## config.mk

```make
export PLATFORM = sky130hd
export DESIGN_NAME = packed_nibble_image_downscaler
export DESIGN_NICKNAME = d
export VERILOG_FILES = /design/src/rtl/core/pnid_pkg.sv /design/src/rtl/core/pnid_ram.sv /design/src/rtl/core/pnid_div.sv /design/src/rtl/core/packed_nibble_image_downscaler.sv
export SDC_FILE = /design/constraint.sdc
export NUM_CORES = 2
export LEC_CHECK = 0
export BUFFER_PORTS_ARGS = -buffer_cell sky130_fd_sc_hd__buf_2
export CORE_MARGIN = 2
export CORE_UTILIZATION = 45
export DETAILED_ROUTE_END_ITERATION = 8
export PLACE_DENSITY = 0.63
export SYNTH_ARGS = -nofsm -noshare
export SYNTH_HDL_FRONTEND = slang
export SYNTH_SLANG_ARGS = --single-unit
```

## constraint.sdc

```tcl
create_clock -name clk -period 13.1 [get_ports clk]
set_input_delay 1.31 -clock clk [delete_from_list [all_inputs] [get_ports clk]]
set_output_delay 1.31 -clock clk [all_outputs]
set_load 0.02 [all_outputs]
```

## src/rtl/core/pnid_pkg.sv

```systemverilog
package pnid_pkg;

  localparam int DIV_NUM_W = 13;
  localparam int DIV_DEN_W = 7;

  localparam logic [6:0] SCALE_FULL = 7'd64;

  localparam logic [7:0] NIB_HI_MASK = 8'hf0;
  localparam logic [7:0] NIB_LO_MASK = 8'h0f;

  localparam logic [2:0] REG_SCALE       = 3'd0;
  localparam logic [2:0] REG_ROW_BYTES   = 3'd1;
  localparam logic [2:0] REG_OUT_BYTES   = 3'd2;
  localparam logic [2:0] REG_MIRROR      = 3'd3;
  localparam logic [2:0] REG_SOURCE_ROWS = 3'd4;

  typedef logic [DIV_NUM_W-1:0] div_word_t;

endpackage

```

## src/rtl/core/pnid_ram.sv

```systemverilog
module pnid_ram #(
  parameter int WIDTH = 8,
  parameter int DEPTH = 256
) (
  input  logic                     clk,
  input  logic                     we,
  input  logic [$clog2(DEPTH)-1:0] waddr,
  input  logic [WIDTH-1:0]         wdata,
  input  logic [$clog2(DEPTH)-1:0] raddr,
  output logic [WIDTH-1:0]         rdata
);

  logic [WIDTH-1:0] mem [DEPTH];

  always_ff @(posedge clk) begin
    if (we) begin
      mem[waddr] <= wdata;
    end
    rdata <= mem[raddr];
  end

endmodule

```

## src/rtl/core/pnid_div.sv

```systemverilog
module pnid_div (
  input  logic                                clk,
  input  logic                                rst,
  input  logic                                start,
  input  pnid_pkg::div_word_t                 num_in,
  input  logic [pnid_pkg::DIV_DEN_W-1:0]      den,
  output logic                                done,
  output pnid_pkg::div_word_t                 quo
);

  localparam int CNT_W = $clog2(pnid_pkg::DIV_NUM_W + 1);
  localparam int REM_W = pnid_pkg::DIV_DEN_W - 1;

  logic                  busy;
  logic [CNT_W-1:0]      cnt;
  logic [REM_W-1:0]      rem;
  pnid_pkg::div_word_t   num;
  logic [pnid_pkg::DIV_DEN_W-1:0] shifted;
  logic                  ge;

  assign shifted = {rem, num[pnid_pkg::DIV_NUM_W-1]};
  assign ge      = shifted >= den;

  always_ff @(posedge clk) begin
    if (rst) begin
      busy <= 1'b0;
      done <= 1'b0;
      cnt  <= '0;
    end else begin
      done <= 1'b0;
      if (start) begin
        busy <= 1'b1;
        cnt  <= CNT_W'(pnid_pkg::DIV_NUM_W);
      end else if (busy) begin
        cnt <= cnt - CNT_W'(1);
        if (cnt == CNT_W'(1)) begin
          busy <= 1'b0;
          done <= 1'b1;
        end
      end
    end
  end

  // restoring division, one quotient bit a cycle
  always_ff @(posedge clk) begin
    if (start) begin
      rem <= '0;
      num <= num_in;
      quo <= '0;
    end else if (busy) begin
      rem <= ge ? REM_W'(shifted - den) : shifted[REM_W-1:0];
      num <= num << 1;
      quo <= {quo[pnid_pkg::DIV_NUM_W-2:0], ge};
    end
  end

endmodule

```

## src/rtl/core/packed_nibble_image_downscaler.sv

```systemverilog
// Nearest-neighbour downscaler for packed 4-bit images. Source bytes (two pixels, high nibble
// first) are taken one per cycle into a row buffer while a row fills; a byte that completes a
// dropped row is taken without a stall too. For a kept row the block stalls its input and
// emits out_bytes_minus_one+1 bytes (capped at OUT_ROW_MAX). Each picked pixel position,
// floor(64*k/scale), comes from one shared 13-step restoring divider followed by a row-buffer
// read; every output byte takes two pixel picks and is then held while res_stall is high.
// Configuration goes through the APB port at byte addresses 0, 4, 8, 12 and 16 and must be
// written only while the block is idle.
module packed_nibble_image_downscaler #(
  parameter int ROW_STORE_DEPTH = 256,
  parameter int OUT_ROW_MAX     = 64
) (
  input  logic        clk,
  input  logic        rst,
  input  logic        psel,
  input  logic        penable,
  input  logic        pwrite,
  input  logic [4:0]  paddr,
  input  logic [31:0] pwdata,
  output logic [31:0] prdata,
  output logic        pready,
  input  logic        src_valid,
  output logic        src_stall,
  input  logic [7:0]  src_byte,
  output logic        res_valid,
  input  logic        res_stall,
  output logic [7:0]  out_byte,
  output logic        row_end,
  output logic        tile_end,
  output logic        overrun
);

  localparam int AW = $clog2(ROW_STORE_DEPTH);
  localparam logic [5:0] OUT_LAST = 6'(OUT_ROW_MAX - 1);

  localparam logic [2:0] ST_IDLE = 3'd0;
  localparam logic [2:0] ST_DIV  = 3'd1;
  localparam logic [2:0] ST_ADDR = 3'd2;
  localparam logic [2:0] ST_DATA = 3'd3;
  localparam logic [2:0] ST_OUT  = 3'd4;

  logic [6:0] scale;
  logic [7:0] row_bytes;
  logic [5:0] out_bytes_minus_one;
  logic       mirror;
  logic [7:0] source_rows;

  logic [2:0] state;
  logic [7:0] pos;
  logic [5:0] acc;
  logic [7:0] row_cnt;
  logic       final_kept;
  logic [5:0] k;
  logic       phase;
  logic [3:0] hi_nib;
  logic       hi_past;
  logic       rd_past;
  logic       rd_inr;
  logic       rd_lo;

  logic       cfg_wr;
  logic       src_acc;
  logic [6:0] s_eff;
  logic [7:0] rb;
  logic [7:0] rows;
  logic [5:0] nlast;
  logic       row_done;
  logic       kept;
  logic [5:0] acc_step;
  logic       last_row;
  logic [7:0] rows_left;
  logic [14:0] need;
  logic       fin_now;

  logic                 div_start;
  pnid_pkg::div_word_t  div_num;
  logic                 div_done;
  pnid_pkg::div_word_t  div_quo;

  logic [11:0] wbyte;
  logic        w_past;
  logic [7:0]  phys;
  logic        phys_inr;
  logic        ram_we;
  logic [7:0]  ram_rdata;
  logic [7:0]  rd_val;
  logic [3:0]  nib;

  // configuration
  assign pready = 1'b1;
  assign cfg_wr = psel && penable && pwrite && pready;

  always_ff @(posedge clk) begin
    if (rst) begin
      scale               <= pnid_pkg::SCALE_FULL;
      row_bytes           <= 8'd1;
      out_bytes_minus_one <= 6'd0;
      mirror              <= 1'b0;
      source_rows         <= 8'd1;
    end else if (cfg_wr) begin
      unique case (paddr[4:2])
        pnid_pkg::REG_SCALE:       scale               <= pwdata[6:0];
        pnid_pkg::REG_ROW_BYTES:   row_bytes           <= pwdata[7:0];
        pnid_pkg::REG_OUT_BYTES:   out_bytes_minus_one <= pwdata[5:0];
        pnid_pkg::REG_MIRROR:      mirror              <= pwdata[0];
        pnid_pkg::REG_SOURCE_ROWS: source_rows         <= pwdata[7:0];
        default: ;
      endcase
    end
  end

  always_comb begin
    unique case (paddr[4:2])
      pnid_pkg::REG_SCALE:       prdata = {25'd0, scale};
      pnid_pkg::REG_ROW_BYTES:   prdata = {24'd0, row_bytes};
      pnid_pkg::REG_OUT_BYTES:   prdata = {26'd0, out_bytes_minus_one};
      pnid_pkg::REG_MIRROR:      prdata = {31'd0, mirror};
      pnid_pkg::REG_SOURCE_ROWS: prdata = {24'd0, source_rows};
      default:                   prdata = 32'd0;
    endcase
  end

  // effective settings
  always_comb begin
    priority if (scale == 7'd0) begin
      s_eff = 7'd1;
    end else if (scale > pnid_pkg::SCALE_FULL) begin
      s_eff = pnid_pkg::SCALE_FULL;
    end else begin
      s_eff = scale;
    end
  end

  assign rb    = (row_bytes == 8'd0) ? 8'd1 : row_bytes;
  assign rows  = (source_rows == 8'd0) ? 8'd1 : source_rows;
  assign nlast = (out_bytes_minus_one > OUT_LAST) ? OUT_LAST : out_bytes_minus_one;

  // row completion
  assign src_stall = state != ST_IDLE;
  assign src_acc   = src_valid && !src_stall;
  assign row_done  = !(({1'b0, pos} + 9'd1) < {1'b0, rb});
  assign kept      = {1'b0, acc} < s_eff;
  assign acc_step  = acc - s_eff[5:0];
  assign last_row  = !(({1'b0, row_cnt} + 9'd1) < {1'b0, rows});
  assign rows_left = rows - 8'd1 - row_cnt;
  assign need      = rows_left * s_eff;
  assign fin_now   = last_row || (need <= {9'd0, acc_step});

  // row buffer
  assign ram_we = src_acc && ({1'b0, pos} < 9'(ROW_STORE_DEPTH));

  pnid_ram #(
    .WIDTH (8),
    .DEPTH (ROW_STORE_DEPTH)
  ) u_row_store (
    .clk   (clk),
    .we    (ram_we),
    .waddr (pos[AW-1:0]),
    .wdata (src_byte),
    .raddr (phys[AW-1:0]),
    .rdata (ram_rdata)
  );

  // pixel pick position
  always_comb begin
    div_start = 1'b0;
    div_num   = '0;
    unique case (state)
      ST_IDLE: div_start = src_acc && row_done && kept;
      ST_DATA: begin
        div_start = !phase;
        div_num   = {k, 1'b1, 6'd0};
      end
      ST_OUT: begin
        div_start = !res_stall && (k != nlast);
        div_num   = {k + 6'd1, 1'b0, 6'd0};
      end
      default: ;
    endcase
  end

  pnid_div u_div (
    .clk    (clk),
    .rst    (rst),
    .start  (div_start),
    .num_in (div_num),
    .den    (s_eff),
    .done   (div_done),
    .quo    (div_quo)
  );

  assign wbyte    = div_quo[pnid_pkg::DIV_NUM_W-1:1];
  assign w_past   = wbyte >= {4'd0, rb};
  assign phys     = mirror ? (rb - 8'd1 - wbyte[7:0]) : wbyte[7:0];
  assign phys_inr = {1'b0, phys} < 9'(ROW_STORE_DEPTH);

  assign rd_val = rd_inr ? ram_rdata : 8'd0;
  always_comb begin
    if (rd_past) begin
      nib = 4'd0;
    end else if (rd_lo) begin
      nib = 4'(rd_val & pnid_pkg::NIB_LO_MASK);
    end else begin
      nib = 4'((rd_val & pnid_pkg::NIB_HI_MASK) >> 4);
    end
  end

  // sequencer
  always_ff @(posedge clk) begin
    if (rst) begin
      state     <= ST_IDLE;
      pos       <= '0;
      acc       <= '0;
      row_cnt   <= '0;
      k         <= '0;
      phase     <= 1'b0;
    end else begin
      unique case (state)
        ST_IDLE: begin
          if (src_acc) begin
            if (!row_done) begin
              pos <= pos + 8'd1;
            end else begin
              pos <= '0;
              if (last_row) begin
                row_cnt <= '0;
                acc     <= '0;
              end else begin
                row_cnt <= row_cnt + 8'd1;
                acc     <= acc_step;
              end
              if (kept) begin
                k     <= '0;
                phase <= 1'b0;
                state <= ST_DIV;
              end
            end
          end
        end
        ST_DIV: begin
          if (div_done) begin
            state <= ST_ADDR;
          end
        end
        ST_ADDR: state <= ST_DATA;
        ST_DATA: begin
          if (!phase) begin
            phase <= 1'b1;
            state <= ST_DIV;
          end else begin
            state <= ST_OUT;
          end
        end
        ST_OUT: begin
          if (!res_stall) begin
            if (k == nlast) begin
              state <= ST_IDLE;
            end else begin
              k     <= k + 6'd1;
              phase <= 1'b0;
              state <= ST_DIV;
            end
          end
        end
        default: state <= ST_IDLE;
      endcase
    end
  end

  // payload
  always_ff @(posedge clk) begin
    if (state == ST_IDLE && src_acc && row_done) begin
      final_kept <= fin_now;
    end
    if (state == ST_ADDR) begin
      rd_past <= w_past;
      rd_inr  <= phys_inr;
      rd_lo   <= div_quo[0];
    end
    if (state == ST_DATA) begin
      if (!phase) begin
        hi_nib  <= nib;
        hi_past <= rd_past;
      end else begin
        out_byte <= {hi_nib, nib};
        overrun  <= hi_past || rd_past;
        row_end  <= k == nlast;
        tile_end <= (k == nlast) && final_kept;
      end
    end
  end

  assign res_valid = state == ST_OUT;

  a_res_blocks_src: assert property (@(posedge clk) disable iff (rst)
    res_valid |-> src_stall)
    else $error("input taken while a result is pending");

  a_tile_on_row: assert property (@(posedge clk) disable iff (rst)
    res_valid && tile_end |-> row_end)
    else $error("tile end without row end");

  a_div_in_seq: assert property (@(posedge clk) disable iff (rst)
    div_done |-> state == ST_DIV)
    else $error("divider finished outside its wait state");

  a_row_end_idle: assert property (@(posedge clk) disable iff (rst)
    res_valid && !res_stall && row_end |=> !src_stall)
    else $error("not ready for requests after the last byte of a row");

endmodule
```

==> impl_metrics.json <==
{
  "yosysSeqAreaShare": 0.722,
  "switching_power_w": 0.00374,
  "tritoncts": "built",
  "rsz_0062_raised_after_global_routing": "no",
  "synth-edff-count": 2074,
  "fin_cells": 7805,
  "setup_tns_ns": 0,
  "synthArstFlopShare": 0,
  "core.rowCount": 163,
  "max_freq_mhz": 132,
  "synth.yosys.warnings": 0,
  "post-route-worst-setup-slack_ns": 5.55,
  "tritoncts_num_sinks": 2169,
  "total_leakage_power_nw": 31.6,
  "cts_hold_buf": 0,
  "largest_fanout_of_any_net_on_the_critical_path": 7,
  "cts-root-buf": "clkbuf_16",
  "worstSkewPairLatency_ns": 0.88,
  "yosys_register_bits": 2169,
  "power_density_nw_per_um2": 158,
  "timing.clock.skew_ns": 0.0745,
  "nets": 5162,
  "fin_worst_hold_slack_ns": 0.419,
  "final-setup-viol-count": 0,
  "grt_util_all_layers": 0.209,
  "synth_cell_types": 79,
  "layout_worst_path_cycle_share": 0.576,
  "number_of_levels_in_the_clock_h_tree": 4,
  "first_global_vias": 45500,
  "library_cell_appearing_most_often_on_the_critical_path": "fa_1",
  "synth.top_cell.area_share": 0.700,
  "detail_route.vias_per_cell": 5.87,
  "dieWidth_um": 449,
  "critical-path-max-stage-delay_ns": 0.56,
  "worstPathRequired_ns": 13.70,
  "cellInternalPower_w": 0.0118,
  "postCtsResizedCells": 0,
  "mappedNetlistArea_um2": 88900,
  "holdCritPathClass": "reg2reg",
  "finish.instance_area_um2": 98300,
  "wirelength_mm": 213,
  "yosys.area.top_type": "edfxtp_1",
  "die_h_um": 449,
  "setup.worst_path.end_class": "flop",
  "final_period_minus_worst_setup_slack_ns": 7.55,
  "worst_slew_margin_rel": 0.0849,
  "floorplan.core_area_um2": 197000,
  "pwr-share-seq": 0.495,
  "start_util": 0.452,
  "post_cts_buffers": 0,
  "clkTransAtPathRegs_ns": 0.07,
  "power_switching_share": 0.241,
  "finalWeightedCongestion": 0.825,
  "route.detailed.wl_per_inst_um": 27.3,
  "globalRouteOverflowTotal": 0,
  "timing_hold_violations_final": 0,
  "antenna_violating_nets_left": 0,
  "buffering_stage_count_on_the_worst_path_with_inverters_included": 4,
  "cap_viol_max_count": 0,
  "antenna_found_initial": 9,
  "flip_flop_cell_with_the_highest_count_after_synthesis": "edfxtp_1",
  "detailed_place.area_um2": 91600,
  "synth.top_cells.by_count": "2074 x edfxtp_1, 512 x mux4_2, 475 x nand2_1",
  "dr_total_vias": 45800,
  "ios": 98,
  "critical_path_cell_count": 25,
  "port_buffers": 46,
  "detailedPlace.worstSlack_ns": 5.66,
  "vdd_drop_max_mv": 0.141,
  "final_layout_size_suffix_gt1_frac": 0.182,
  "pwr-share-clk": 0.377,
  "cts_buffers": 213,
  "grt_first_pass_wirelength_mm": 310,
  "post-synth-top-count-cell": "edfxtp_1",
  "post_synth_main_area_contributors": "edfxtp_1 70%, mux4_2 13%, dfxtp_1 2.1%",
  "ff2ff_path_depth": 25,
  "slew_violations": 0,
  "average_cell_area_after_synthesis_um2": 18.1,
  "post_synth_inst_count": 4925,
  "outcome": "finished, final reports clean",
  "cp_data_arrival_time_ns": 8.15,
  "timing.critical_path.slowest_stage_cell": "xor2_1",
  "floorplan.die_area_um2": 201000,
  "hold_depth": 0,
  "dp_hpwl_mm": 123,
  "grt_start_max_net_pins": 170,
  "post-route-drc-count": 0,
  "dp_cell_count": 7406,
  "drt_pre_antenna_iters": 6,
  "flow.area_growth_from_synthesis_pct": 10.5,
  "p_comb_frac": 0.128,
  "critical_path.startpoint_type": "flop",
  "initialDrtViolationCount": 5089,
  "timing_worst_setup_path_type": "reg2reg",
  "tightestPinTransition_ns": 1.37,
  "cp_top_family": "adder cells",
  "cts_buffer_depth": 3
}
[cell type report]
| class | count | area, µm² |
|---|---|---|
| Fill cell | 16000 | 98500 |
| Inverter | 99 | 372 |
| Timing Repair Buffer | 115 | 928 |
| Multi-Input combinational cell | 2383 | 22900 |
| Clock inverter | 128 | 1040 |
| Clock buffer | 267 | 5610 |
| Tap cell | 2640 | 3300 |
| Antenna cell | 4 | 10.0 |
| Sequential cell | 2169 | 64200 |
[cell families (layout without fill, tap and decap cells)]
logic type	count (synthesis)	after routing	synth area share
compound gates	281	281	0.0222
xor+xnor	51	51	0.00502
fa+ha+maj	129	129	0.0209
buf+inv	396	609	0.0231
flops	2169	2169	0.722
mux	630	630	0.143
other cells	2	29	0.0000845
simple gates	1267	1267	0.0639
[cell usage in the layout (no fill, tap or decap), types with 17 or more instances in the layout]
cell type  Yosys  routed
nand4_1      166     166
buf_4         59      61
a21oi_1       64      63
mux2i_1      116     115
ha_1          96      96
buf_2         88      38
nand2_1      475     475
clkinv_1       1      61
a32o_1        32      32
o22ai_1       19      19
a22oi_1       20      20
fa_1          33      33
and3_1        23      23
nor3_1        19      18
nor2_1       395     392
o21ai_1       20      20
nand2b_1      18      18
clkinv_2       0      42
xnor2_1       34      34
clkbuf_16      0     215
clkbuf_1     104      49
inv_1         98      98
conb_1         2      25
nand3_1       89      89
o21ai_0       34      34
edfxtp_1    2074    2074
mux4_2       512     512
xor2_1        17      17
dfxtp_1       95      95
nor2b_1       17      17
[layer usage]
| layer | wire length, µm | vias up | share of wire | GRT usage |
|---|---|---|---|---|
| li1 | - | 19600 | - | - |
| met1 | 87600 | 24000 | 0.41 | 0.294 |
| met2 | 103000 | 1915 | 0.48 | 0.335 |
| met3 | 17400 | 296 | 0.082 | 0.0411 |
| met4 | 4980 | 2 | 0.023 | 0.0559 |
| met5 | 167 | - | 0.00078 | 0 |
[stage by stage]
step	power (W)	utilization
2_1_floorplan	0.00933	-
6_report	0.0155	0.499
3_3_place_gp	0.00981	0.466
3_5_place_dp	0.00982	0.466
5_1_grt	0.0160	0.499
4_1_cts	0.0156	0.499
[power by group through the flow]
| stage | Sequential (W) | Combinational [W] | Clock (W) |
|---|---|---|---|
| 2_1_floorplan | 0.00780 | 0.00153 | 0 |
| 3_3_place_gp | 0.00781 | 0.00199 | 0 |
| 3_5_place_dp | 0.00782 | 0.00201 | 0 |
| 4_1_cts | 0.00767 | 0.00202 | 0.00593 |
| 5_1_grt | 0.00767 | 0.00213 | 0.00620 |
| 6_report | 0.00767 | 0.00198 | 0.00585 |
[sequential cells by signal, indices dropped and copies added, names as in the netlist, 7 cells and up]
signal,count
out_byte,8
pos,8
row_bytes,8
row_cnt,8
scale,7
source_rows,8
u_div.num,7
u_div.quo,13
u_row_store.mem,2048
u_row_store.rdata,8
[worst paths after layout]
path / endpoint / start / slack (ns)
min: out_byte[7]$_DFFE_PP_ / hi_nib[3]$_DFFE_PP_ / 0.42
min reg2reg: out_byte[7]$_DFFE_PP_ / hi_nib[3]$_DFFE_PP_ / 0.42
max: final_kept$_DFFE_PP_ / source_rows[4]$_SDFFE_PP0P_ / 5.55
max reg2reg: final_kept$_DFFE_PP_ / source_rows[4]$_SDFFE_PP0P_ / 5.55
(Power assumes the default switching activity.)
